### src/hdl/relation_consistency_union_find_top_assert.svh
// Assertion macros for the relation consistency checker.
// Used by the top level only; needs clk_i and rst_ni in scope.
`ifndef RELATION_CONSISTENCY_UNION_FIND_TOP_ASSERT_SVH
`define RELATION_CONSISTENCY_UNION_FIND_TOP_ASSERT_SVH

// Implication checked on every clock edge outside reset.
`define RCU_ASSERT_IMP(label, ante, cons, msg) \
  label: assert property (@(posedge clk_i) disable iff (!rst_ni) (ante) |-> (cons)) \
    else $error(msg);

// Next-cycle implication checked outside reset.
`define RCU_ASSERT_NEXT(label, ante, cons, msg) \
  label: assert property (@(posedge clk_i) disable iff (!rst_ni) (ante) |=> (cons)) \
    else $error(msg);

`endif

### src/hdl/rcuf_pkg.sv
// Shared types and constants for the relation consistency checker.
// No dependencies.
`default_nettype none
package rcuf_pkg;
  localparam int unsigned MaxAnimalsDefault = 16384;
  localparam int unsigned CountW = 15;
  localparam int unsigned IdxW   = 16;
  localparam int unsigned TotW   = 32;

  typedef struct packed {
    logic            op;
    logic [IdxW-1:0] first_animal;
    logic [IdxW-1:0] second_animal;
  } rcuf_in_t;

  typedef struct packed {
    logic            is_false;
    logic [TotW-1:0] false_count;
  } rcuf_out_t;

  typedef enum logic [4:0] {
    S_CLEAR, S_IDLE, S_CHECK,
    S_F_RD, S_F_WAIT, S_F_STEP,
    S_C_RD, S_C_WAIT, S_C_STEP,
    S_J_NEXT, S_U_SIZE, S_U_WAIT, S_U_WRITE, S_DONE
  } rcuf_state_e;

  // Datapath commands.
  typedef struct packed {
    logic clear_step;
    logic load_item;
    logic load_find;
    logic rd_parent;
    logic walk_up;
    logic comp_write;
    logic save_root;
    logic pair_next;
    logic rd_size;
    logic link;
    logic finish;
  } rcuf_cmd_t;

  // Datapath status.
  typedef struct packed {
    logic clear_last;
    logic range_bad;
    logic at_root;
    logic walk_at_root;
    logic second_half;
    logic pair_last;
    logic check_phase;
    logic hit;
  } rcuf_sts_t;
endpackage
`default_nettype wire

### src/hdl/rcuf_ctrl.sv
// Controller state machine sequencing finds, checks and unions.
// Depends on rcuf_pkg.
`default_nettype none
module rcuf_ctrl import rcuf_pkg::*; (
  input  wire        clk_i,
  input  wire        rst_ni,
  input  wire        start_i,
  output logic       busy_o,
  output logic       done_o,
  output rcuf_cmd_t  cmd_o,
  input  rcuf_sts_t  sts_i
);
  rcuf_state_e state_q, state_d;

  always_ff @(posedge clk_i or negedge rst_ni) begin
    if (!rst_ni) state_q <= S_CLEAR;
    else         state_q <= state_d;
  end

  // Next state and commands.
  always_comb begin
    state_d = state_q;
    cmd_o   = '0;
    busy_o  = 1'b1;
    done_o  = 1'b0;
    case (state_q)
      S_CLEAR: begin
        cmd_o.clear_step = 1'b1;
        if (sts_i.clear_last) state_d = S_IDLE;
      end
      S_IDLE: begin
        busy_o = 1'b0;
        if (start_i) begin
          cmd_o.load_item = 1'b1;
          state_d = S_CHECK;
        end
      end
      S_CHECK: begin
        if (sts_i.range_bad) state_d = S_DONE;
        else begin
          cmd_o.load_find = 1'b1;
          state_d = S_F_RD;
        end
      end
      S_F_RD: state_d = S_F_WAIT;
      S_F_WAIT: state_d = S_F_STEP;
      S_F_STEP: begin
        // Parent of cur is on the read port.
        cmd_o.rd_parent = 1'b1;
        if (sts_i.at_root) state_d = S_C_RD;
        else state_d = S_F_WAIT;
      end
      S_C_RD: begin
        cmd_o.walk_up = 1'b1;
        if (sts_i.walk_at_root) begin
          state_d = S_J_NEXT;
        end else state_d = S_C_WAIT;
      end
      S_C_WAIT: begin
        cmd_o.walk_up = 1'b1;
        state_d = S_C_STEP;
      end
      S_C_STEP: begin
        // Point the node at the root and move to its old parent.
        cmd_o.walk_up = 1'b1;
        cmd_o.comp_write = 1'b1;
        state_d = S_C_RD;
      end
      S_J_NEXT: begin
        cmd_o.save_root = 1'b1;
        if (!sts_i.second_half) begin
          cmd_o.load_find = 1'b1;
          state_d = S_F_RD;
        end else if (!sts_i.check_phase) state_d = S_U_SIZE;
        else begin
          // Check pairs: advance; S_CHECK stops on a hit recorded here.
          cmd_o.pair_next = 1'b1;
          state_d = S_CHECK;
        end
      end
      S_U_SIZE: begin
        state_d = S_U_WAIT;
      end
      S_U_WAIT: begin
        cmd_o.rd_size = 1'b1;
        state_d = S_U_WRITE;
      end
      S_U_WRITE: begin
        if (!sts_i.hit) cmd_o.link = 1'b1;
        cmd_o.pair_next = 1'b1;
        if (sts_i.pair_last) state_d = S_DONE;
        else begin
          state_d = S_CHECK;
        end
      end
      S_DONE: begin
        done_o = 1'b1;
        cmd_o.finish = 1'b1;
        state_d = S_IDLE;
      end
      default: state_d = S_IDLE;
    endcase
  end
endmodule
`default_nettype wire

### config.mk
export PLATFORM = sky130hd
export DESIGN_NAME = rcuf_ctrl
export DESIGN_NICKNAME = d
export VERILOG_FILES = /design/src/hdl/relation_consistency_union_find_top_assert.svh /design/src/hdl/rcuf_pkg.sv /design/src/hdl/rcuf_ctrl.sv
export SDC_FILE = /design/constraint.sdc
export NUM_CORES = 1
export LEC_CHECK = 0
export BUFFER_PORTS_ARGS = -buffer_cell sky130_fd_sc_hd__buf_2
export CORE_UTILIZATION = 25
export CTS_CLUSTER_SIZE = 12
export DETAILED_ROUTE_END_ITERATION = 8
export GPL_ROUTABILITY_DRIVEN = 0
export HOLD_SLACK_MARGIN = 0.02
export SYNTH_ARGS = -nofsm -noshare
export SYNTH_HDL_FRONTEND = slang
export SYNTH_SLANG_ARGS = --single-unit
export TNS_END_PERCENT = 50
### constraint.sdc
create_clock -name clk_i -period 1.53 [get_ports clk_i]
set_input_delay 0.306 -clock clk_i [delete_from_list [all_inputs] [get_ports clk_i]]
set_output_delay 0.306 -clock clk_i [all_outputs]
set_load 0.1 [all_outputs]
# [Yosys cells after proc, flatten, opt, wreduce, memory -nomap -nowiden]
# Cells that the tools add are included.
# W data, S select, Z words.
[word_totals] ff_bits=5 inputBits=11 output_inout_bits=13 elab_cells=46
[classes] eq_ne=15 muxes=27 reduce_logical=3
[op_table] op="$pmux W5 S13" n=1
[op_table] op="$eq A5 B4 Y1 const B" n=6
[op_table] op="$eq A5 B3 Y1 const B" n=4
[op_table] op="$mux W1" n=16
[op_table] op="$mux W4" n=4
[op_table] op="$mux W5" n=3
[op_table] op="$eq A5 B2 Y1 const B" n=2
[op_table] op="$eq A5 B1 Y1 const B" n=1
[op_table] op="$logic_not A5 Y1" n=1
[op_table] op="$ne A2 B2 Y1 const B" n=2
[op_table] op="$pmux W1 S2" n=2
[op_table] op="$reduce_or A3 Y1" n=1
[op_table] op="$mux W2" n=1
[op_table] op="$reduce_and A2 Y1" n=1

# [Longest topological paths before layout]
# Gate-level depths: netlist of the first run.
[depth] word_depth=3 mapped_depth=5 depth_no_buf=4

# [Least setup slack after synthesis of the first run]
# Ideal clock, no wire load.
[synth_path] path_type="flip-flop to output port" startpoint="reg state_q[1]" endpoint="out cmd_o[1] in the netlist's numbering" t_arrival_ns=3.503 required_time_ns=1.224 path_slack_ns=-2.279 stages_incl_launch_ff=3 n_path_buf=1 cell_sequence="dfrtp_1 -> buf_2 -> nor4_1"
[synth_rtl] element="start, declared" line="rcuf_ctrl.sv:13" text="rcuf_state_e state_q, state_d;"
[synth_rtl] element="start signal, assigned" line="rcuf_ctrl.sv:17" text="else state_q <= state_d;"
[synth_rtl] element="end, declared" line="rcuf_ctrl.sv:10" text="output rcuf_cmd_t cmd_o,"

==> results of run 1 <==
==> final cells by class <==
class / instances / area (um^2)
fillers: 153 / 688
repair buffers: 39 / 464
multi-input cells: 56 / 455
flip-flops and latches: 4 / 103
well taps: 25 / 31.3
clock buffers: 4 / 26.3
inverters: 4 / 15.0
==> routing by layer <==
metal | vias to the layer above | share of wire, % | global-route usage (%)
met5 | - | 0 | 0
met4 | 0 | 0 | 3.53
met3 | 0 | 2.5 | 1.96
met2 | 17 | 56 | 30.8
met1 | 317 | 41 | 19.9
li1 | 315 | - | -
==> cells in the mapped netlist (all sizes together), types with 2 or more instances <==
cell type	n
inv	4
a31oi	2
nor2b	4
dfrtp	4
a21oi	2
a22oi	3
nor2	15
or2b	2
nand2	9
o21ai	4
o22ai	2
buf	5
nand2b	2
==> how the worst max path moves through the flow <==
stage                           from  endpoint  slack, ns  cells after the start
after floorplan           state_q[2]  cmd_o[6]      -0.83                      4
after global placement    state_q[3]  cmd_o[6]       0.05                      4
after detailed placement  state_q[3]  cmd_o[6]      0.009                      4
after CTS                 state_q[3]  cmd_o[6]      -0.19                      4
after global routing      state_q[3]  cmd_o[6]      -0.24                      4
final                     state_q[3]  cmd_o[6]      -0.16                      4
==> what timing repair did <==
action | CTS | global route
cloned | 0 | 1
hold buffers | 1 | 0
pin swaps | 3 | 2
endpoints found under the hold margin | 4 | 0
endpoints found under the setup margin | 13 | 14
resized for setup | 16 | 6
buffers inserted | 2 | 3
==> critical path, stage by stage, from the launching register on <==
cell,delay [ns]
dfrtp_1,0.40
or2b_4,0.30
nor3_4,0.12
o21bai_4,0.15
buf_12,0.18
==> cell families after synthesis <==
kind of cell	synth area share, %
AOI/OAI and AO/OA	26.0
buffers and inverters	12.5
and+or+nand+nor	41.2
DFF	20.4
==> per-stage QoR <==
step	hold WS (ns)	worst slack (ns)	utilization, %	cells
floorplan	0.0104	-0.825	-	69
global placement	0.113	0.0509	51.6	121
detailed placement	0.115	0.00852	51.6	121
CTS	0.322	-0.186	57.8	128
global route	0.329	-0.237	61.4	132
finish	0.326	-0.164	61.4	132
==> results.py, run 1 <==
metrics = {
    "yosys": {
        "post_synth_num_cell_types": 31,
        "synth.largest_area_cell": "dfrtp_1",
        "yosys.area.top_type_share_pct": 20.4,
        "postSynthAreaPerCell_um2": 7.13,
        "post_synth_inst_count": 69,
        "syn_nets": 80,
        "post_synthesis_sequential_area_ratio_pct": 20.4,
        "synth-edff-count": 0,
        "ys_async_sr_fraction_pct": 100,
        "syn-cell-area_um2": 492,
        "yosys-top-cells-area": "dfrtp_1 20%, nor2_1 9.9%, nand2_1 6.9%",
        "most_used_flip_flop_cell_after_synthesis": "dfrtp_1",
        "yosysWarningCount": 0,
        "synthesis_stage_register_bit_count": 4,
    },
    "critical_path": {
        "arrival_time_at_the_worst_endpoint_ns": 1.39,
        "worst_ep_required_time_ns": 1.22,
        "reg2reg_from": "state_q[0]",
        "worstReg2RegEnd": "state_q[3]",
        "critPathCaptureType": "output port",
        "critPathLaunchType": "flop",
        "r2r.worst_path.cells": 5,
        "crit_type": "reg2out",
        "critical_path_fanout_max": 5,
        "setup.reg_to_reg.worst_slack_ns": 0.06,
    },
    "clock_tree": {
        "cts.root.buffer_cell": "clkbuf_4",
        "numCtsBuffers": 3,
        "tritoncts": "done",
        "longest_clk_path_bufs": 2,
        "clk-insertion-delay-late_ns": 0.23,
        "clk_transition_reported_paths_ns": 0.04,
        "numClockSinks": 4,
        "h_tree_levels": 1,
    },
    "hold_path": {
        "timing.hold.worst_endpoint": "state_q[0]",
        "min-delay-path-class": "in2reg",
        "hold_depth": 2,
        "min_from": "sts_i[7]",
    },
    "floorplan": {
        "top_level_i_o_count": 24,
        "placementRows": 15,
        "die_area_mm2": 0.00215,
        "die_width_um": 46.4,
        "start_util_pct": 27.6,
        "core_region_area_mm2": 0.00178,
        "die_h_um": 46.4,
    },
    "global_routing": {
        "gr-total-overflow": 0,
        "number_of_global_route_vias_before_repair": 620,
        "track_usage_pct": 16.6,
        "grt_max_degree": 10,
        "global_route_wire_length_before_repair_um": 2610,
        "grt_antenna_before_repair": 0,
    },
    "routing": {
        "wirelength_um": 1610,
        "drt_first_iter_violations": 14,
        "wl_per_cell_um": 12.2,
        "antenna_left": 0,
        "drc": 0,
        "vias": 649,
        "viasPerCell": 4.92,
        "drt_pass1_iterations": 4,
    },
    "finish": {
        "mostFrequentLayoutCell": "buf_12",
        "syn_to_final_growth_pct": 123,
        "antenna_cells": 0,
        "final_layout_size_suffix_gt1_share_pct": 65.4,
        "largest_register_ff_count": 4,
        "reg_top3": "state_q x4",
        "finish.net_count": 119,
        "largest_register": "state_q",
        "mostFrequentLayoutCells": "14 x buf_12, 11 x buf_4, 10 x buf_2",
        "stdcell_area_mm2": 0.00109,
    },
    "timing": {
        "setup_total_negative_slack_ns": -1.44,
        "grt_setup_unrepaired": "yes",
        "finalWorstPathRequiredPeriod_ns": 1.69,
        "slew_worst_pin_ns": 0.257,
        "timing.final.ws_setup_ns": -0.164,
        "fmax_mhz": 590,
        "report.final.slew_viol_count": 0,
        "finalHoldViolCount": 0,
        "timing.final.setup_violations": 12,
        "timing.clock.skew_ns": 0.00268,
        "fin_crit_sh_pct": 111,
        "worst_slew_margin_relative_to_its_limit_pct": 82.8,
    },
    "run": {
        "max_cap_violations": 0,
    },
    "outcome": {
        "run_status": "finished with violations",
        "failed_checks": "setup timing",
    },
    "place": {
        "io_buffer_count": 23,
        "placed_area_um2": 921,
        "place_hpwl_um": 1210,
    },
}
Power of run 1 is not shown: default switching activity piles up to over one toggle a cycle in this logic, so the estimate is an artifact.
==> inputs of run 2 (changes only) <==
--- a/config.mk
+++ b/config.mk
@@ -6,11 +6,14 @@
 export NUM_CORES = 1
 export LEC_CHECK = 0
 export BUFFER_PORTS_ARGS = -buffer_cell sky130_fd_sc_hd__buf_2
-export CORE_UTILIZATION = 25
+export CORE_AREA = 2 2 39 41
+export CTS_BUF_LIST = sky130_fd_sc_hd__clkbuf_16
 export CTS_CLUSTER_SIZE = 12
 export DETAILED_ROUTE_END_ITERATION = 8
+export DIE_AREA = 0 0 41 43
 export GPL_ROUTABILITY_DRIVEN = 0
 export HOLD_SLACK_MARGIN = 0.02
+export PLACE_DENSITY = 0.66
 export SYNTH_ARGS = -nofsm -noshare
 export SYNTH_HDL_FRONTEND = slang
 export SYNTH_SLANG_ARGS = --single-unit
==> results.py, run 2 (synthesis gave the netlist of run 1 again) <==
metrics = {
    "floorplan": {
        "start_util_pct": 35.5,
        "top_level_i_o_count": 24,
        "die_h_um": 43,
        "die_area_mm2": 0.00176,
        "placementRows": 14,
        "core_region_area_mm2": 0.00138,
        "die_width_um": 41,
    },
    "finish": {
        "reg_top3": "state_q x4",
        "mostFrequentLayoutCell": "buf_12",
        "largest_register_ff_count": 4,
        "largest_register": "state_q",
        "mostFrequentLayoutCells": "13 x buf_12, 12 x buf_4, 10 x buf_2",
        "finish.net_count": 121,
        "antenna_cells": 0,
        "syn_to_final_growth_pct": 133,
        "final_layout_size_suffix_gt1_share_pct": 66.1,
    },
    "routing": {
        "drc": 0,
        "drt_first_iter_violations": 13,
        "viasPerCell": 5.41,
        "antenna_left": 0,
        "wl_per_cell_um": 15.5,
        "wirelength_um": 1940,
        "drt_pass1_iterations": 4,
        "vias": 676,
    },
    "critical_path": {
        "r2r.worst_path.cells": 6,
        "setup.reg_to_reg.worst_slack_ns": 0.05,
        "critPathCaptureType": "output port",
        "reg2reg_from": "state_q[2]",
        "arrival_time_at_the_worst_endpoint_ns": 1.37,
        "critPathLaunchType": "flop",
        "worst_ep_required_time_ns": 1.22,
        "worstReg2RegEnd": "state_q[0]",
        "crit_type": "reg2out",
        "critical_path_fanout_max": 5,
    },
    "clock_tree": {
        "tritoncts": "done",
        "clk-insertion-delay-late_ns": 0.23,
        "clk_transition_reported_paths_ns": 0.03,
        "numClockSinks": 4,
        "cts.root.buffer_cell": "clkbuf_16",
        "numCtsBuffers": 3,
        "longest_clk_path_bufs": 2,
        "h_tree_levels": 1,
    },
    "global_routing": {
        "track_usage_pct": 26.4,
        "grt_max_degree": 10,
        "grt_antenna_before_repair": 0,
        "global_route_wire_length_before_repair_um": 3130,
        "gr-total-overflow": 0,
        "number_of_global_route_vias_before_repair": 658,
    },
    "hold_path": {
        "hold_depth": 2,
        "min_from": "sts_i[7]",
        "min-delay-path-class": "in2reg",
        "timing.hold.worst_endpoint": "state_q[0]",
    },
    "timing": {
        "finalHoldViolCount": 0,
        "timing.final.setup_violations": 12,
        "finalWorstPathRequiredPeriod_ns": 1.68,
        "fin_crit_sh_pct": 110,
        "timing.clock.skew_ns": 0.000333,
        "timing.final.ws_setup_ns": -0.150,
        "worst_slew_margin_relative_to_its_limit_pct": 82.7,
        "report.final.slew_viol_count": 0,
        "setup_total_negative_slack_ns": -1.15,
        "slew_worst_pin_ns": 0.258,
        "fmax_mhz": 595,
        "grt_setup_unrepaired": "yes",
    },
    "outcome": {
        "run_status": "finished with violations",
        "failed_checks": "setup timing",
    },
    "place": {
        "place_hpwl_um": 1220,
        "io_buffer_count": 23,
    },
    "run": {
        "max_cap_violations": 0,
    },
}
[run 2: cell count changes in the layout (fill, tap and decap cells not counted), moves of 2 or more]
cell,before,now
nand2_2,2,4
buf_6,1,5
inv_1,2,4
clkbuf_16,1,3
clkbuf_4,3,0
[run 2: repair_timing]
action	in CTS	in global routing
buffers inserted	2	3
hold buffers	1	0
setup endpoints to repair	13	15
resized for setup	21	6
hold endpoints to repair	4	0
pin swaps	5	3
[run 2: worst max path at each step]
stage | endpoint | from | slack, ns
global placement | cmd_o[6] | state_q[2] | 0.05
finish | cmd_o[6] | state_q[2] | -0.15
global route | cmd_o[6] | state_q[3] | -0.20
floorplan | cmd_o[6] | state_q[2] | -0.83
CTS | cmd_o[6] | state_q[2] | -0.15
detailed placement | cmd_o[6] | state_q[2] | 0.04
[run 2: final cells by class]
class	count	area, um^2
inverter	4	15.0
clock inverter	1	3.75
fill	69	238
sequential	4	101
multi-input combinational	56	464
timing repair buffer	41	467
clock buffer	3	75.1
tap	16	20.0
[run 2: layer usage]
metal  GRT usage (%)  up-vias  routed length, um
met1            35.1      323                805
li1                -      316                  -
met4            14.0        0                 24
met5               0        -                  0
met3            4.19        4                 93
met2            39.1       33               1020
[run 2: critical path: stages (launching register included)]
cell and delay [ns]:
dfrtp_1 0.39, or2b_4 0.29, nor3_4 0.12, o21bai_4 0.15
buf_12 0.18
[run 2: metrics by stage]
stage	cell area (um^2)	hold slack [ns]	worst slack (ns)	instances	utilization [%]
2_1_floorplan	558	0.0104	-0.825	69	-
3_3_place_gp	920	0.112	0.0516	115	66.5
3_5_place_dp	920	0.115	0.0417	115	66.5
4_1_cts	1110	0.312	-0.152	122	80.1
5_1_grt	1150	0.317	-0.195	125	82.8
6_report	1150	0.312	-0.150	125	82.8
Power of run 2 is left out for the same reason.
==> inputs of run 3 (changes only) <==
--- a/config.mk
+++ b/config.mk
@@ -6,14 +6,15 @@
 export NUM_CORES = 1
 export LEC_CHECK = 0
 export BUFFER_PORTS_ARGS = -buffer_cell sky130_fd_sc_hd__buf_2
-export CORE_AREA = 2 2 39 41
+export CELL_PAD_IN_SITES_DETAIL_PLACEMENT = 0
+export CELL_PAD_IN_SITES_GLOBAL_PLACEMENT = 1
+export CORE_UTILIZATION = 29
 export CTS_BUF_LIST = sky130_fd_sc_hd__clkbuf_16
 export CTS_CLUSTER_SIZE = 12
 export DETAILED_ROUTE_END_ITERATION = 8
-export DIE_AREA = 0 0 41 43
 export GPL_ROUTABILITY_DRIVEN = 0
 export HOLD_SLACK_MARGIN = 0.02
-export PLACE_DENSITY = 0.66
+export PLACE_DENSITY_LB_ADDON = 0.1
 export SYNTH_ARGS = -nofsm -noshare
 export SYNTH_HDL_FRONTEND = slang
 export SYNTH_SLANG_ARGS = --single-unit
==> results.py, run 3 (synthesis gave the netlist of run 1 again) <==
metrics = {
    "outcome": {
        "run_status": "finished with violations",
        "failed_checks": "setup timing",
    },
    "timing": {
        "fin_crit_sh_pct": 110,
        "timing.final.ws_setup_ns": -0.156,
        "slew_worst_pin_ns": 0.267,
        "finalWorstPathRequiredPeriod_ns": 1.69,
        "grt_setup_unrepaired": "yes",
        "fmax_mhz": 593,
        "worst_slew_margin_relative_to_its_limit_pct": 82.0,
        "timing.clock.skew_ns": 0.00334,
        "report.final.slew_viol_count": 0,
        "finalHoldViolCount": 0,
        "timing.final.setup_violations": 12,
    },
    "finish": {
        "syn_to_final_growth_pct": 129,
        "final_layout_size_suffix_gt1_share_pct": 66.0,
        "mostFrequentLayoutCell": "buf_12",
        "num-fill-cells": 122,
        "finish.net_count": 118,
        "multiInputGateArea_um2": 462,
        "largest_register": "state_q",
        "reg_top3": "state_q x4",
        "stdcell_area_mm2": 0.00112,
        "mostFrequentLayoutCells": "14 x buf_12, 11 x buf_2, 9 x buf_4",
        "largest_register_ff_count": 4,
        "seqCellArea_um2": 103,
        "antenna_cells": 0,
    },
    "global_routing": {
        "global_route_wire_length_before_repair_um": 2780,
        "grt_max_degree": 10,
        "number_of_global_route_vias_before_repair": 624,
        "track_usage_pct": 20.4,
        "grt_antenna_before_repair": 0,
        "globalRouteMet3Util_pct": 2.55,
        "top_usage_layer": "met2",
        "grt_util_met1_pct": 25.5,
        "met2_usage_pct": 33.7,
        "gr-total-overflow": 0,
    },
    "clock_tree": {
        "numCtsBuffers": 3,
        "clk_transition_reported_paths_ns": 0.03,
        "cts.root.buffer_cell": "clkbuf_16",
        "longest_clk_path_bufs": 2,
        "h_tree_levels": 1,
        "clk-insertion-delay-late_ns": 0.23,
        "numClockSinks": 4,
        "tritoncts": "done",
    },
    "routing": {
        "drc": 0,
        "drt_pass1_iterations": 4,
        "antenna_left": 0,
        "wl_per_cell_um": 13.7,
        "vias": 640,
        "wirelength_um": 1680,
        "drt_first_iter_violations": 17,
        "viasPerCell": 5.25,
    },
    "critical_path": {
        "crit_path_frequent_cell": "buf_12",
        "reg2reg_from": "state_q[2]",
        "setup.reg_to_reg.worst_slack_ns": 0.03,
        "critPathCaptureType": "output port",
        "worstReg2RegEnd": "state_q[2]",
        "r2r.worst_path.cells": 6,
        "worst_ep_required_time_ns": 1.22,
        "arrival_time_at_the_worst_endpoint_ns": 1.38,
        "critical_path_fanout_max": 7,
        "critPathLaunchType": "flop",
        "crit_slowest_cell": "dfrtp_2",
        "crit_type": "reg2out",
        "crit_path_cells": "buf_12, nor4_4, buf_12",
        "path_delay_family": "flip-flops",
        "crit_path_max_incr_delay_ns": 0.47,
        "cp_num_buf_inv": 2,
    },
    "place": {
        "io_buffer_count": 23,
        "placed_area_um2": 917,
        "place_hpwl_um": 1160,
    },
    "run": {
        "max_cap_violations": 0,
    },
    "floorplan": {
        "top_level_i_o_count": 24,
        "die_width_um": 43.2,
        "die_h_um": 43.2,
        "placementRows": 14,
        "die_area_mm2": 0.00186,
        "core_region_area_mm2": 0.00154,
        "start_util_pct": 31.9,
    },
    "hold_path": {
        "timing.hold.worst_endpoint": "state_q[0]",
        "min-delay-path-class": "in2reg",
        "hold_depth": 2,
        "min_from": "sts_i[7]",
    },
}
## run 3: worst max path at each step
stage	start	endpoint	slack, ns	depth (start not counted)
2_1_floorplan	state_q[2]	cmd_o[6]	-0.83	4
3_3_place_gp	state_q[2]	cmd_o[6]	0.03	4
3_5_place_dp	state_q[2]	cmd_o[6]	-0.002	4
4_1_cts	state_q[2]	cmd_o[6]	-0.16	4
5_1_grt	state_q[3]	cmd_o[6]	-0.22	4
6_report	state_q[0]	cmd_o[1]	-0.16	3
## run 3: final cells by class
type | instances | share of cell area [%]
multi-input cells | 56 | 41.0
repair buffers | 38 | 39.7
well taps | 16 | 1.78
clock buffers | 3 | 6.67
clock inverters | 1 | 0.334
flip-flops and latches | 4 | 9.12
inverters | 4 | 1.33
## run 3: through the flow
stage | TNS [ns] | util (%) | instances | hold WS [ns] | setup WS, ns
global route | -1.77 | 73.0 | 122 | 0.323 | -0.221
global placement | 0 | 59.5 | 113 | 0.114 | 0.0320
detailed placement | -0.00241 | 59.5 | 113 | 0.115 | -0.00241
floorplan | -5.46 | - | 69 | 0.0104 | -0.825
finish | -1.17 | 73.0 | 122 | 0.306 | -0.156
CTS | -1.26 | 70.1 | 121 | 0.307 | -0.158
## run 3: per-layer routing
metal  part of all wire, %  routed length, um
met5                     0                  0
met4                   1.1                 19
met3                   5.0                 83
met2                    52                876
met1                    42                696
## run 3: timing repair
item                                   CTS  global route
setup endpoints to repair               13            13
setup buffers                            3             1
endpoints found under the hold margin    4             0
pin swaps                                4             2
gates resized for setup                 18             8
hold buffers                             1             0
Power of run 3 is left out for the same reason.
